### src/sv/midpoint_quadratic_curve_smoother_core_defines.svh
// ----------------------------------------------------------------------------
// Assertion macros for the midpoint quadratic curve smoother
// Implication checks, same cycle and next cycle; empty when NO_ASSERTIONS.
// ----------------------------------------------------------------------------
`ifndef MIDPOINT_QUADRATIC_CURVE_SMOOTHER_CORE_DEFINES_SVH
`define MIDPOINT_QUADRATIC_CURVE_SMOOTHER_CORE_DEFINES_SVH

`ifndef NO_ASSERTIONS
`define MQCS_ASSERT_IMPLY(label, clk, rst_n, ante, cons) \
  label: assert property (@(posedge clk) disable iff (!rst_n) (ante) |-> (cons)) \
    else $error("mqcs: same-cycle check failed");
`define MQCS_ASSERT_NEXT(label, clk, rst_n, ante, cons) \
  label: assert property (@(posedge clk) disable iff (!rst_n) (ante) |=> (cons)) \
    else $error("mqcs: next-cycle check failed");
`else
`define MQCS_ASSERT_IMPLY(label, clk, rst_n, ante, cons)
`define MQCS_ASSERT_NEXT(label, clk, rst_n, ante, cons)
`endif

`endif

### src/sv/mqcs_pkg.sv
// ----------------------------------------------------------------------------
// mqcs_pkg
// Shared types and constants of the midpoint quadratic curve smoother.
// ----------------------------------------------------------------------------
`default_nettype none

package mqcs_pkg;

  localparam logic [15:0] STEP_RESET = 16'd6554;
  localparam logic [15:0] STEP_MIN   = 16'd2048;
  localparam logic [16:0] T_ONE      = 17'h10000;

  localparam logic [1:0] WSEL_P0 = 2'd0;
  localparam logic [1:0] WSEL_P1 = 2'd1;
  localparam logic [1:0] WSEL_P2 = 2'd2;

  typedef enum logic [2:0] {
    ST_IDLE,
    ST_DECIDE,
    ST_LOAD,
    ST_WGT,
    ST_MAC,
    ST_PUT,
    ST_COMMIT
  } mqcs_state_t;

  typedef struct packed {
    logic in_ready;
    logic load;
    logic sel_b;
    logic wgt_en;
    logic mac_en;
    logic put;
    logic run_end;
    logic advance_t;
    logic commit;
  } mqcs_cmd_t;

  typedef struct packed {
    logic in_valid;
    logic held_valid;
    logic fin;
    logic wgt_last;
    logic mac_last;
    logic curve_last;
    logic out_free;
  } mqcs_status_t;

endpackage

`default_nettype wire

### src/sv/mqcs_vertex_if.sv
// ----------------------------------------------------------------------------
// mqcs_vertex_if
// Vertex stream: valid/ready with x, y and final flag.
// ----------------------------------------------------------------------------
`default_nettype none

interface mqcs_vertex_if #(
  parameter int COORD_WIDTH = 24
);
  logic                          valid;
  logic                          ready;
  logic signed [COORD_WIDTH-1:0] vertex_x;
  logic signed [COORD_WIDTH-1:0] vertex_y;
  logic                          final_vertex;

  modport source (output valid, output vertex_x, output vertex_y,
                  output final_vertex, input ready);
  modport sink (input valid, input vertex_x, input vertex_y,
                input final_vertex, output ready);
endinterface

`default_nettype wire

### src/sv/mqcs_point_if.sv
// ----------------------------------------------------------------------------
// mqcs_point_if
// Sample stream: valid/ready with x, y and run end flag.
// ----------------------------------------------------------------------------
`default_nettype none

interface mqcs_point_if #(
  parameter int COORD_WIDTH = 24
);
  logic                          valid;
  logic                          ready;
  logic signed [COORD_WIDTH-1:0] point_x;
  logic signed [COORD_WIDTH-1:0] point_y;
  logic                          run_end;

  modport source (output valid, output point_x, output point_y,
                  output run_end, input ready);
  modport sink (input valid, input point_x, input point_y,
                input run_end, output ready);
endinterface

`default_nettype wire

### src/sv/mqcs_ctrl.sv
// ----------------------------------------------------------------------------
// mqcs_ctrl
// Sequencer: per vertex up to two curves, per sample weights, MAC, output.
// ----------------------------------------------------------------------------
`default_nettype none

module mqcs_ctrl (
  input  wire logic                  clk,
  input  wire logic                  rst_n,
  input  wire mqcs_pkg::mqcs_status_t status,
  output mqcs_pkg::mqcs_cmd_t         cmd
);

  mqcs_pkg::mqcs_state_t state_r, state_nxt;
  logic                  sel_b_r, sel_b_nxt;

  always_ff @(posedge clk) begin
    if (!rst_n) begin
      state_r <= mqcs_pkg::ST_IDLE;
      sel_b_r <= 1'b0;
    end else begin
      state_r <= state_nxt;
      sel_b_r <= sel_b_nxt;
    end
  end

  always_comb begin
    state_nxt = state_r;
    sel_b_nxt = sel_b_r;
    case (state_r)
      mqcs_pkg::ST_IDLE: begin
        if (status.in_valid) state_nxt = mqcs_pkg::ST_DECIDE;
      end
      mqcs_pkg::ST_DECIDE: begin
        if (status.held_valid) begin
          sel_b_nxt = 1'b0;
          state_nxt = mqcs_pkg::ST_LOAD;
        end else if (status.fin) begin
          sel_b_nxt = 1'b1;
          state_nxt = mqcs_pkg::ST_LOAD;
        end else begin
          state_nxt = mqcs_pkg::ST_COMMIT;
        end
      end
      mqcs_pkg::ST_LOAD: state_nxt = mqcs_pkg::ST_WGT;
      mqcs_pkg::ST_WGT: begin
        if (status.wgt_last) state_nxt = mqcs_pkg::ST_MAC;
      end
      mqcs_pkg::ST_MAC: begin
        if (status.mac_last) state_nxt = mqcs_pkg::ST_PUT;
      end
      mqcs_pkg::ST_PUT: begin
        if (status.out_free) begin
          if (!status.curve_last) begin
            state_nxt = mqcs_pkg::ST_WGT;
          end else if (!sel_b_r && status.fin) begin
            sel_b_nxt = 1'b1;
            state_nxt = mqcs_pkg::ST_LOAD;
          end else begin
            state_nxt = mqcs_pkg::ST_COMMIT;
          end
        end
      end
      mqcs_pkg::ST_COMMIT: state_nxt = mqcs_pkg::ST_IDLE;
      default: state_nxt = mqcs_pkg::ST_IDLE;
    endcase
  end

  always_comb begin
    cmd           = '0;
    cmd.sel_b     = sel_b_r;
    cmd.run_end   = status.curve_last && (sel_b_r || !status.fin);
    case (state_r)
      mqcs_pkg::ST_IDLE:   cmd.in_ready = 1'b1;
      mqcs_pkg::ST_DECIDE: ;
      mqcs_pkg::ST_LOAD:   cmd.load = 1'b1;
      mqcs_pkg::ST_WGT:    cmd.wgt_en = 1'b1;
      mqcs_pkg::ST_MAC:    cmd.mac_en = 1'b1;
      mqcs_pkg::ST_PUT: begin
        cmd.put       = status.out_free;
        cmd.advance_t = status.out_free && !status.curve_last;
      end
      mqcs_pkg::ST_COMMIT: cmd.commit = 1'b1;
      default: ;
    endcase
  end

endmodule

`default_nettype wire

### src/sv/mqcs_datapath.sv
// ----------------------------------------------------------------------------
// mqcs_datapath
// Vertex history, curve points, Bezier weights, chunked MAC, output register.
// ----------------------------------------------------------------------------
`default_nettype none

module mqcs_datapath #(
  parameter int COORD_WIDTH = 24
) (
  input  wire logic                   clk,
  input  wire logic                   rst_n,
  mqcs_vertex_if.sink                 in_vtx,
  mqcs_point_if.source                out_pt,
  input  wire logic                   cfg_we,
  input  wire logic [15:0]            cfg_wdata,
  input  wire mqcs_pkg::mqcs_cmd_t    cmd,
  output mqcs_pkg::mqcs_status_t      status
);

  localparam int W     = COORD_WIDTH;
  localparam int NCH   = (W + 15) / 16;
  localparam int PAD_W = NCH * 16;
  localparam int CI_W  = (NCH > 1) ? $clog2(NCH) : 1;
  localparam int ACC_W = W + 33;
  localparam logic [W-1:0]     SIGN_MASK = W'(1) << (W - 1);
  localparam logic [ACC_W-1:0] ACC_HALF  = ACC_W'(1) << 31;
  localparam logic [CI_W-1:0]  CI_LAST   = CI_W'(NCH - 1);

  logic [15:0]      tstep_r;
  logic [W-1:0]     vx_r, vy_r;
  logic             fin_r;
  logic [W-1:0]     older_x_r, older_y_r, held_x_r, held_y_r;
  logic             older_v_r, held_v_r;
  logic [W-1:0]     p0x_r, p0y_r, p1x_r, p1y_r, p2x_r, p2y_r;
  logic [15:0]      t_r;
  logic [1:0]       wi_r;
  logic [CI_W-1:0]  ci_r;
  logic [32:0]      w0_r, w1_r, w2_r;
  logic [ACC_W-1:0] accx_r, accy_r;
  logic [W-1:0]     outx_r, outy_r;
  logic             out_end_r, out_valid_r;

  logic [15:0] step;
  logic [16:0] t_sum;
  logic [16:0] u;
  logic [16:0] ma, mb;
  logic [33:0] wprod;
  logic [W:0]  s_oh_x, s_oh_y, s_hv_x, s_hv_y;
  logic [W-1:0] m_oh_x, m_oh_y, m_hv_x, m_hv_y;
  logic [32:0]  wsel;
  logic [W-1:0] psel_x, psel_y;
  logic [PAD_W-1:0] pad_x, pad_y;
  logic [15:0]  ch_x, ch_y;
  logic [48:0]  prod_x, prod_y;
  logic         out_free;

  assign step  = (tstep_r < mqcs_pkg::STEP_MIN) ? mqcs_pkg::STEP_MIN : tstep_r;
  assign t_sum = {1'b0, t_r} + {1'b0, step};
  assign u     = mqcs_pkg::T_ONE - {1'b0, t_r};

  assign s_oh_x = {1'b0, older_x_r} + {1'b0, held_x_r};
  assign s_oh_y = {1'b0, older_y_r} + {1'b0, held_y_r};
  assign s_hv_x = {1'b0, held_x_r} + {1'b0, vx_r};
  assign s_hv_y = {1'b0, held_y_r} + {1'b0, vy_r};
  assign m_oh_x = s_oh_x[W:1];
  assign m_oh_y = s_oh_y[W:1];
  assign m_hv_x = s_hv_x[W:1];
  assign m_hv_y = s_hv_y[W:1];

  // weight phase: u*u, t*u, t*t through one multiplier
  always_comb begin
    case (wi_r)
      mqcs_pkg::WSEL_P0: begin ma = u;              mb = u;              end
      mqcs_pkg::WSEL_P1: begin ma = {1'b0, t_r};    mb = u;              end
      default:           begin ma = {1'b0, t_r};    mb = {1'b0, t_r};    end
    endcase
  end
  assign wprod = ma * mb;

  always_comb begin
    case (wi_r)
      mqcs_pkg::WSEL_P0: begin wsel = w0_r; psel_x = p0x_r; psel_y = p0y_r; end
      mqcs_pkg::WSEL_P1: begin wsel = w1_r; psel_x = p1x_r; psel_y = p1y_r; end
      default:           begin wsel = w2_r; psel_x = p2x_r; psel_y = p2y_r; end
    endcase
  end
  assign pad_x  = PAD_W'(psel_x);
  assign pad_y  = PAD_W'(psel_y);
  assign ch_x   = pad_x[ci_r*16 +: 16];
  assign ch_y   = pad_y[ci_r*16 +: 16];
  assign prod_x = wsel * ch_x;
  assign prod_y = wsel * ch_y;

  assign out_free = !out_valid_r || out_pt.ready;

  always_ff @(posedge clk) begin
    if (!rst_n) begin
      tstep_r     <= mqcs_pkg::STEP_RESET;
      older_v_r   <= 1'b0;
      held_v_r    <= 1'b0;
      wi_r        <= '0;
      ci_r        <= '0;
      out_valid_r <= 1'b0;
    end else begin
      if (cfg_we) tstep_r <= cfg_wdata;

      if (cmd.commit) begin
        if (fin_r) begin
          older_v_r <= 1'b0;
          held_v_r  <= 1'b0;
        end else begin
          older_v_r <= held_v_r;
          held_v_r  <= 1'b1;
        end
      end

      if (cmd.load) begin
        wi_r <= '0;
        ci_r <= '0;
      end else if (cmd.wgt_en) begin
        wi_r <= (wi_r == mqcs_pkg::WSEL_P2) ? '0 : wi_r + 2'd1;
      end else if (cmd.mac_en) begin
        if (ci_r == CI_LAST) begin
          ci_r <= '0;
          wi_r <= (wi_r == mqcs_pkg::WSEL_P2) ? '0 : wi_r + 2'd1;
        end else begin
          ci_r <= ci_r + CI_W'(1);
        end
      end

      if (cmd.put) out_valid_r <= 1'b1;
      else if (out_pt.ready) out_valid_r <= 1'b0;
    end
  end

  always_ff @(posedge clk) begin
    if (in_vtx.valid && in_vtx.ready) begin
      vx_r  <= W'(in_vtx.vertex_x) ^ SIGN_MASK;
      vy_r  <= W'(in_vtx.vertex_y) ^ SIGN_MASK;
      fin_r <= in_vtx.final_vertex;
    end

    if (cmd.commit && !fin_r) begin
      older_x_r <= held_x_r;
      older_y_r <= held_y_r;
      held_x_r  <= vx_r;
      held_y_r  <= vy_r;
    end

    if (cmd.load) begin
      t_r <= '0;
      if (!cmd.sel_b) begin
        p0x_r <= older_v_r ? m_oh_x : held_x_r;
        p0y_r <= older_v_r ? m_oh_y : held_y_r;
        p1x_r <= held_x_r;
        p1y_r <= held_y_r;
        p2x_r <= m_hv_x;
        p2y_r <= m_hv_y;
      end else begin
        p0x_r <= held_v_r ? m_hv_x : vx_r;
        p0y_r <= held_v_r ? m_hv_y : vy_r;
        p1x_r <= vx_r;
        p1y_r <= vy_r;
        p2x_r <= vx_r;
        p2y_r <= vy_r;
      end
    end else if (cmd.advance_t) begin
      t_r <= t_sum[15:0];
    end

    if (cmd.wgt_en) begin
      accx_r <= ACC_HALF;
      accy_r <= ACC_HALF;
      case (wi_r)
        mqcs_pkg::WSEL_P0: w0_r <= wprod[32:0];
        mqcs_pkg::WSEL_P1: w1_r <= {wprod[31:0], 1'b0};
        default:           w2_r <= wprod[32:0];
      endcase
    end else if (cmd.mac_en) begin
      accx_r <= accx_r + (ACC_W'(prod_x) << {ci_r, 4'b0000});
      accy_r <= accy_r + (ACC_W'(prod_y) << {ci_r, 4'b0000});
    end

    if (cmd.put) begin
      outx_r    <= accx_r[W+31:32] ^ SIGN_MASK;
      outy_r    <= accy_r[W+31:32] ^ SIGN_MASK;
      out_end_r <= cmd.run_end;
    end
  end

  assign in_vtx.ready   = cmd.in_ready;
  assign out_pt.valid   = out_valid_r;
  assign out_pt.point_x = $signed(outx_r);
  assign out_pt.point_y = $signed(outy_r);
  assign out_pt.run_end = out_end_r;

  always_comb begin
    status            = '0;
    status.in_valid   = in_vtx.valid;
    status.held_valid = held_v_r;
    status.fin        = fin_r;
    status.wgt_last   = (wi_r == mqcs_pkg::WSEL_P2);
    status.mac_last   = (wi_r == mqcs_pkg::WSEL_P2) && (ci_r == CI_LAST);
    status.curve_last = t_sum[16];
    status.out_free   = out_free;
  end

endmodule

`default_nettype wire

### src/sv/midpoint_quadratic_curve_smoother_core.sv
// Sequence: accept, a decide state, then per curve a load state and per sample
//   the weight states, the MAC states over the coordinate chunks and an output state.
// Throughput: one vertex at a time; samples are paced by the shared weight and
//   MAC multipliers, and wait in the output state while the output is stalled.
// Reset: synchronous active-low rst_n clears history, sequencer and output
//   valid; t_step returns to 6554.
// ----------------------------------------------------------------------------
// midpoint_quadratic_curve_smoother_core
// Quadratic Bezier smoothing of a polyline through vertex midpoints.
// ----------------------------------------------------------------------------
`default_nettype none
`include "midpoint_quadratic_curve_smoother_core_defines.svh"

module midpoint_quadratic_curve_smoother_core #(
  parameter int COORD_WIDTH = 24
) (
  input  wire logic        clk,
  input  wire logic        rst_n,
  mqcs_vertex_if.sink      in_vtx,
  mqcs_point_if.source     out_pt,
  input  wire logic        cfg_we,
  input  wire logic [15:0] cfg_wdata
);

  mqcs_pkg::mqcs_cmd_t    cmd;
  mqcs_pkg::mqcs_status_t status;

  mqcs_ctrl u_ctrl (
    .clk    (clk),
    .rst_n  (rst_n),
    .status (status),
    .cmd    (cmd)
  );

  mqcs_datapath #(
    .COORD_WIDTH (COORD_WIDTH)
  ) u_datapath (
    .clk       (clk),
    .rst_n     (rst_n),
    .in_vtx    (in_vtx),
    .out_pt    (out_pt),
    .cfg_we    (cfg_we),
    .cfg_wdata (cfg_wdata),
    .cmd       (cmd),
    .status    (status)
  );

  `MQCS_ASSERT_NEXT(a_one_vertex, clk, rst_n, in_vtx.valid && in_vtx.ready, !in_vtx.ready)
  `MQCS_ASSERT_IMPLY(a_load_cause, clk, rst_n, cmd.load, status.held_valid || status.fin)
  `MQCS_ASSERT_NEXT(a_commit_idle, clk, rst_n, cmd.commit, in_vtx.ready)

endmodule

`default_nettype wire
### src/flat_wrapper.sv
// flat-port wrapper written by rule: the top's interface ports become plain ports
module midpoint_quadratic_curve_smoother_core_flat 
#(
  parameter int COORD_WIDTH = 24
)
  (clk, rst_n, cfg_we, cfg_wdata, in_vtx_valid, in_vtx_vertex_x, in_vtx_vertex_y, in_vtx_final_vertex, in_vtx_ready, out_pt_valid, out_pt_point_x, out_pt_point_y, out_pt_run_end, out_pt_ready);
  mqcs_vertex_if #(.COORD_WIDTH(COORD_WIDTH)) in_vtx_i ();
  mqcs_point_if #(.COORD_WIDTH(COORD_WIDTH)) out_pt_i ();
  input  wire logic clk;
  input  wire logic rst_n;
  input  wire logic cfg_we;
  input  wire logic [15:0] cfg_wdata;
  input wire logic [$bits(in_vtx_i.valid)-1:0] in_vtx_valid;
  input wire logic [$bits(in_vtx_i.vertex_x)-1:0] in_vtx_vertex_x;
  input wire logic [$bits(in_vtx_i.vertex_y)-1:0] in_vtx_vertex_y;
  input wire logic [$bits(in_vtx_i.final_vertex)-1:0] in_vtx_final_vertex;
  output wire logic [$bits(in_vtx_i.ready)-1:0] in_vtx_ready;
  output wire logic [$bits(out_pt_i.valid)-1:0] out_pt_valid;
  output wire logic [$bits(out_pt_i.point_x)-1:0] out_pt_point_x;
  output wire logic [$bits(out_pt_i.point_y)-1:0] out_pt_point_y;
  output wire logic [$bits(out_pt_i.run_end)-1:0] out_pt_run_end;
  input wire logic [$bits(out_pt_i.ready)-1:0] out_pt_ready;
  assign in_vtx_i.valid = in_vtx_valid;
  assign in_vtx_i.vertex_x = in_vtx_vertex_x;
  assign in_vtx_i.vertex_y = in_vtx_vertex_y;
  assign in_vtx_i.final_vertex = in_vtx_final_vertex;
  assign in_vtx_ready = in_vtx_i.ready;
  assign out_pt_valid = out_pt_i.valid;
  assign out_pt_point_x = out_pt_i.point_x;
  assign out_pt_point_y = out_pt_i.point_y;
  assign out_pt_run_end = out_pt_i.run_end;
  assign out_pt_i.ready = out_pt_ready;
  midpoint_quadratic_curve_smoother_core #(.COORD_WIDTH(COORD_WIDTH)) u_core (.clk(clk), .rst_n(rst_n), .in_vtx(in_vtx_i), .out_pt(out_pt_i), .cfg_we(cfg_we), .cfg_wdata(cfg_wdata));
endmodule
### config.mk
export PLATFORM = sky130hd
export DESIGN_NAME = midpoint_quadratic_curve_smoother_core_flat
export DESIGN_NICKNAME = d
export VERILOG_FILES = /design/src/sv/mqcs_pkg.sv /design/src/sv/mqcs_vertex_if.sv /design/src/sv/mqcs_point_if.sv /design/src/sv/mqcs_ctrl.sv /design/src/sv/mqcs_datapath.sv /design/src/sv/midpoint_quadratic_curve_smoother_core.sv /design/src/flat_wrapper.sv
export VERILOG_INCLUDE_DIRS = /design/src /design/src/sv
export SDC_FILE = /design/constraint.sdc
export NUM_CORES = 2
export LEC_CHECK = 0
export BUFFER_PORTS_ARGS = -buffer_cell sky130_fd_sc_hd__buf_2
export CORE_UTILIZATION = 49
export CTS_CLUSTER_DIAMETER = 40
export CTS_CLUSTER_SIZE = 40
export DETAILED_ROUTE_END_ITERATION = 6
export PLACE_DENSITY = 0.68
export SLEW_MARGIN = 0
export SYNTH_ARGS = -nofsm -noshare
export SYNTH_HDL_FRONTEND = slang
export SYNTH_SLANG_ARGS = --single-unit
### constraint.sdc
create_clock -name clk -period 20.8 [get_ports clk]
set_input_delay 4.16 -clock clk [delete_from_list [all_inputs] [get_ports clk]]
set_output_delay 4.16 -clock clk [all_outputs]
set_load 0.005 [all_outputs]
==> reports/qor.csv <==
stage,metric,value,unit
layout,n_fill_cell,14100,
clocking,ctsHtreeMaxLevel,3,
synthesis,synth_flop_cell,edfxtp_1,
worst_setup_path,setup.worst_path.end_class,flop,
synthesis,syn_area,77000,um^2
grt,grt_pass1_wl,350,mm
worst_setup_path,worstReg2RegStart,u_core.u_datapath.wi_r[0],
outcome,status,"complete, no violations",
timing,setup_viol,0,
clocking,cts.repair.resized,0,
layout,fin_util,53.7,%
worst_setup_path,crit_start,u_core.u_datapath.wi_r[0],
clocking,clock_sinks,590,
timing,tightest_slew,1.32,ns
synthesis,syn_avg_cell_area,8.98,um^2
timing,rsz0062_at_grt,no,
hold_path,hp-start,u_core.u_datapath.accx_r[55],
floorplan,rows,145,
placed_design,port_buffers,120,
drt,via_per_inst,5.72,
hold_path,worstHoldPathType,flop to flop,
timing,min_period,12.42,ns
floorplan,die_w,398,um
clocking,cts_tree,built,
floorplan,core_area,156000,um^2
layout,area_delta_synth_final,8.80,%
drt,wl_per_cell,21.1,um
worst_setup_path,crit_arrival,13.08,ns
worst_setup_path,reg2reg_to,u_core.u_datapath.accy_r[55],
worst_setup_path,start_kind,flop,
clocking,cts.reportedPaths.clkPinSlew,0.06,ns
layout,final_cell_mix,"inv_1 (1388), nand2_1 (1338), fa_1 (1094)",
placed_design,place_hpwl,172,mm
grt,grt_pass1_vias,61800,
synthesis,synth_edf_count,436,
timing,whs,0.458,ns
synthesis,synth_cell_type_count,90,
timing,hold_viol_final,0,
worst_setup_path,cp_slowest_cell,dfxtp_4,
drt,vias,61100,
drt,drtIter0Drc,5166,
floorplan,ios,121,
worst_setup_path,reg2reg_slack,8.39,ns
drt,ant_nets,0,
grt,gr-total-overflow,0,
grt,grt_usage,28.6,%
synthesis,async_reset_ff_share,0,%
grt,grt_max_degree,156,
timing,tns,0,ns
clocking,clockBufferDepth,3,
drt,wl,226,mm
drt,drc,0,
placed_design,globalplace.congestion,0.942,
timing,maxSlewHeadroom,11.7,%
worst_setup_path,cp.required,21.47,ns
worst_setup_path,endpoint,u_core.u_datapath.accy_r[55],
synthesis,synth_seq_cells,590,
run,cap_violations,0,
synthesis,ys_warn_count,0,
grt,antenna_found_initial,7,
floorplan,die_area,159000,um^2
layout,final_common_cell,inv_1,
clocking,cts_root_buffer,clkbuf_16,
worst_setup_path,critPathKind,flop to flop,
timing,max_freq,0.0805,GHz
worst_setup_path,cpPeakStageDelay,0.92,ns
timing,finClkSkew,0.0517,ns
floorplan,die_h,398,um
clocking,cts_setup_buffers,0,
synthesis,synthCells,8577,
worst_setup_path,crit_fanout,65,
synthesis,ys_seq_area_share,21.0,%
layout,final_layout_size_suffix_gt1_share,7.03,%
timing,finalMaxSlewViolations,0,
worst_setup_path,crit_top_cell,fa_1,
drt,drt_pass1_iterations,6,
worst_setup_path,rr_worst_depth,39,
clocking,clk_latency,0.74,ns
floorplan,start_util,49.4,%
clocking,numCtsBuffers,103,
clocking,hold_buffers,0,
layout,nNetsFinal,10300,
timing,finalCritPeriodShare,59.7,%
worst max-delay path: cells and delay by family (launching register included):
kind	cells	cell delay, ns
fa+ha+maj	8	3.89
xor+xnor	1	0.17
simple gates	8	1.18
buf+inv	5	0.90
compound gates	16	5.01
mux	1	0.18
flops	1	0.92
state kept, by name, summed over array words and instances (netlist names), 2 cells and up:
| register | flops |
|---|---|
| u_core.u_ctrl.state_r | 3 |
| u_core.u_datapath.older_y_r | 24 |
| u_core.u_datapath.p2y_r | 24 |
| u_core.u_datapath.w2_r | 33 |
| u_core.u_datapath.accx_r | 56 |
| u_core.u_datapath.out_pt.point_x | 24 |
| u_core.u_datapath.out_pt.point_y | 24 |
| u_core.u_datapath.vx_r | 24 |
| u_core.u_datapath.w1_r | 32 |
| u_core.u_datapath.p2x_r | 24 |
| u_core.u_datapath.wi_r | 2 |
| u_core.u_datapath.t_r | 16 |
| u_core.u_datapath.vy_r | 24 |
| u_core.u_datapath.w0_r | 33 |
| u_core.u_datapath.p0x_r | 24 |
| u_core.u_datapath.accy_r | 56 |
| u_core.u_datapath.p1y_r | 24 |
| u_core.u_datapath.older_x_r | 24 |
| u_core.u_datapath.p0y_r | 24 |
| u_core.u_datapath.held_x_r | 24 |
| u_core.u_datapath.held_y_r | 24 |
| u_core.u_datapath.p1x_r | 24 |
| u_core.u_datapath.tstep_r | 16 |
layer usage:
metal | part of all wire [%] | wire length (um) | global-route usage [%]
met3 | 8.6 | 19500 | 5.40
met2 | 47 | 105000 | 46.8
met1 | 40 | 89900 | 36.8
met4 | 4.9 | 11200 | 12.6
met5 | 0.015 | 33 | 0
through the flow:
stage	std cells	area (um^2)	setup WS (ns)
floorplan	8589	77100	10.34
global placement	10500	80000	8.78
detailed placement	10500	80000	8.46
CTS	10700	83800	8.48
global route	10700	83800	7.65
finish	10700	83800	8.39
logic make-up after synthesis:
group | share of synthesized area (%)
flip-flops | 21.0
AO/OA/AOI/OAI | 12.0
other | 0.00975
adder cells (fa/ha/maj) | 37.6
AND/OR/NAND/NOR | 14.3
multiplexers | 2.31
buffers and inverters | 8.80
XOR/XNOR | 3.90
area by class of cell:
cell class	count	area, um^2	area share [%]
Multi-Input combinational cell	6201	54500	65.0
Sequential cell	590	16200	19.3
Inverter	1390	5220	6.23
Clock buffer	111	2670	3.19
Tap cell	2058	2570	3.07
Timing Repair Buffer	249	1580	1.89
Clock inverter	84	1080	1.29
Antenna cell	2	5.00	0.00597
synth_stat cells (127+ instances only):
cell type  count  share of area, %
a21o_1       166               1.6
dfxtp_1      154               4.0
fa_1        1094                28
o21ai_0      400               2.6
and2_1       140               1.1
xnor2_1      216               2.5
nand2_1     1338               6.5
inv_1       1388               6.8
edfxtp_1     436                17
a21oi_1      387               2.5
clkbuf_1     367               1.8
xor2_1       127               1.4
nor2_1       603               2.9
ha_1         565               9.2
how the worst min path moves through the flow:
stage	to	slack [ns]	cells after the start
floorplan	u_core.u_datapath.accx_r[55]	0.42	1
global placement	u_core.u_datapath.accx_r[55]	0.44	1
detailed placement	u_core.u_datapath.accx_r[55]	0.44	1
CTS	u_core.u_datapath.accx_r[55]	0.45	1
global route	u_core.u_datapath.accx_r[55]	0.46	1
finish	u_core.u_datapath.accx_r[55]	0.46	1
Power is not shown: default switching activity piles up to over one toggle a cycle in this logic, so the estimate is an artifact.
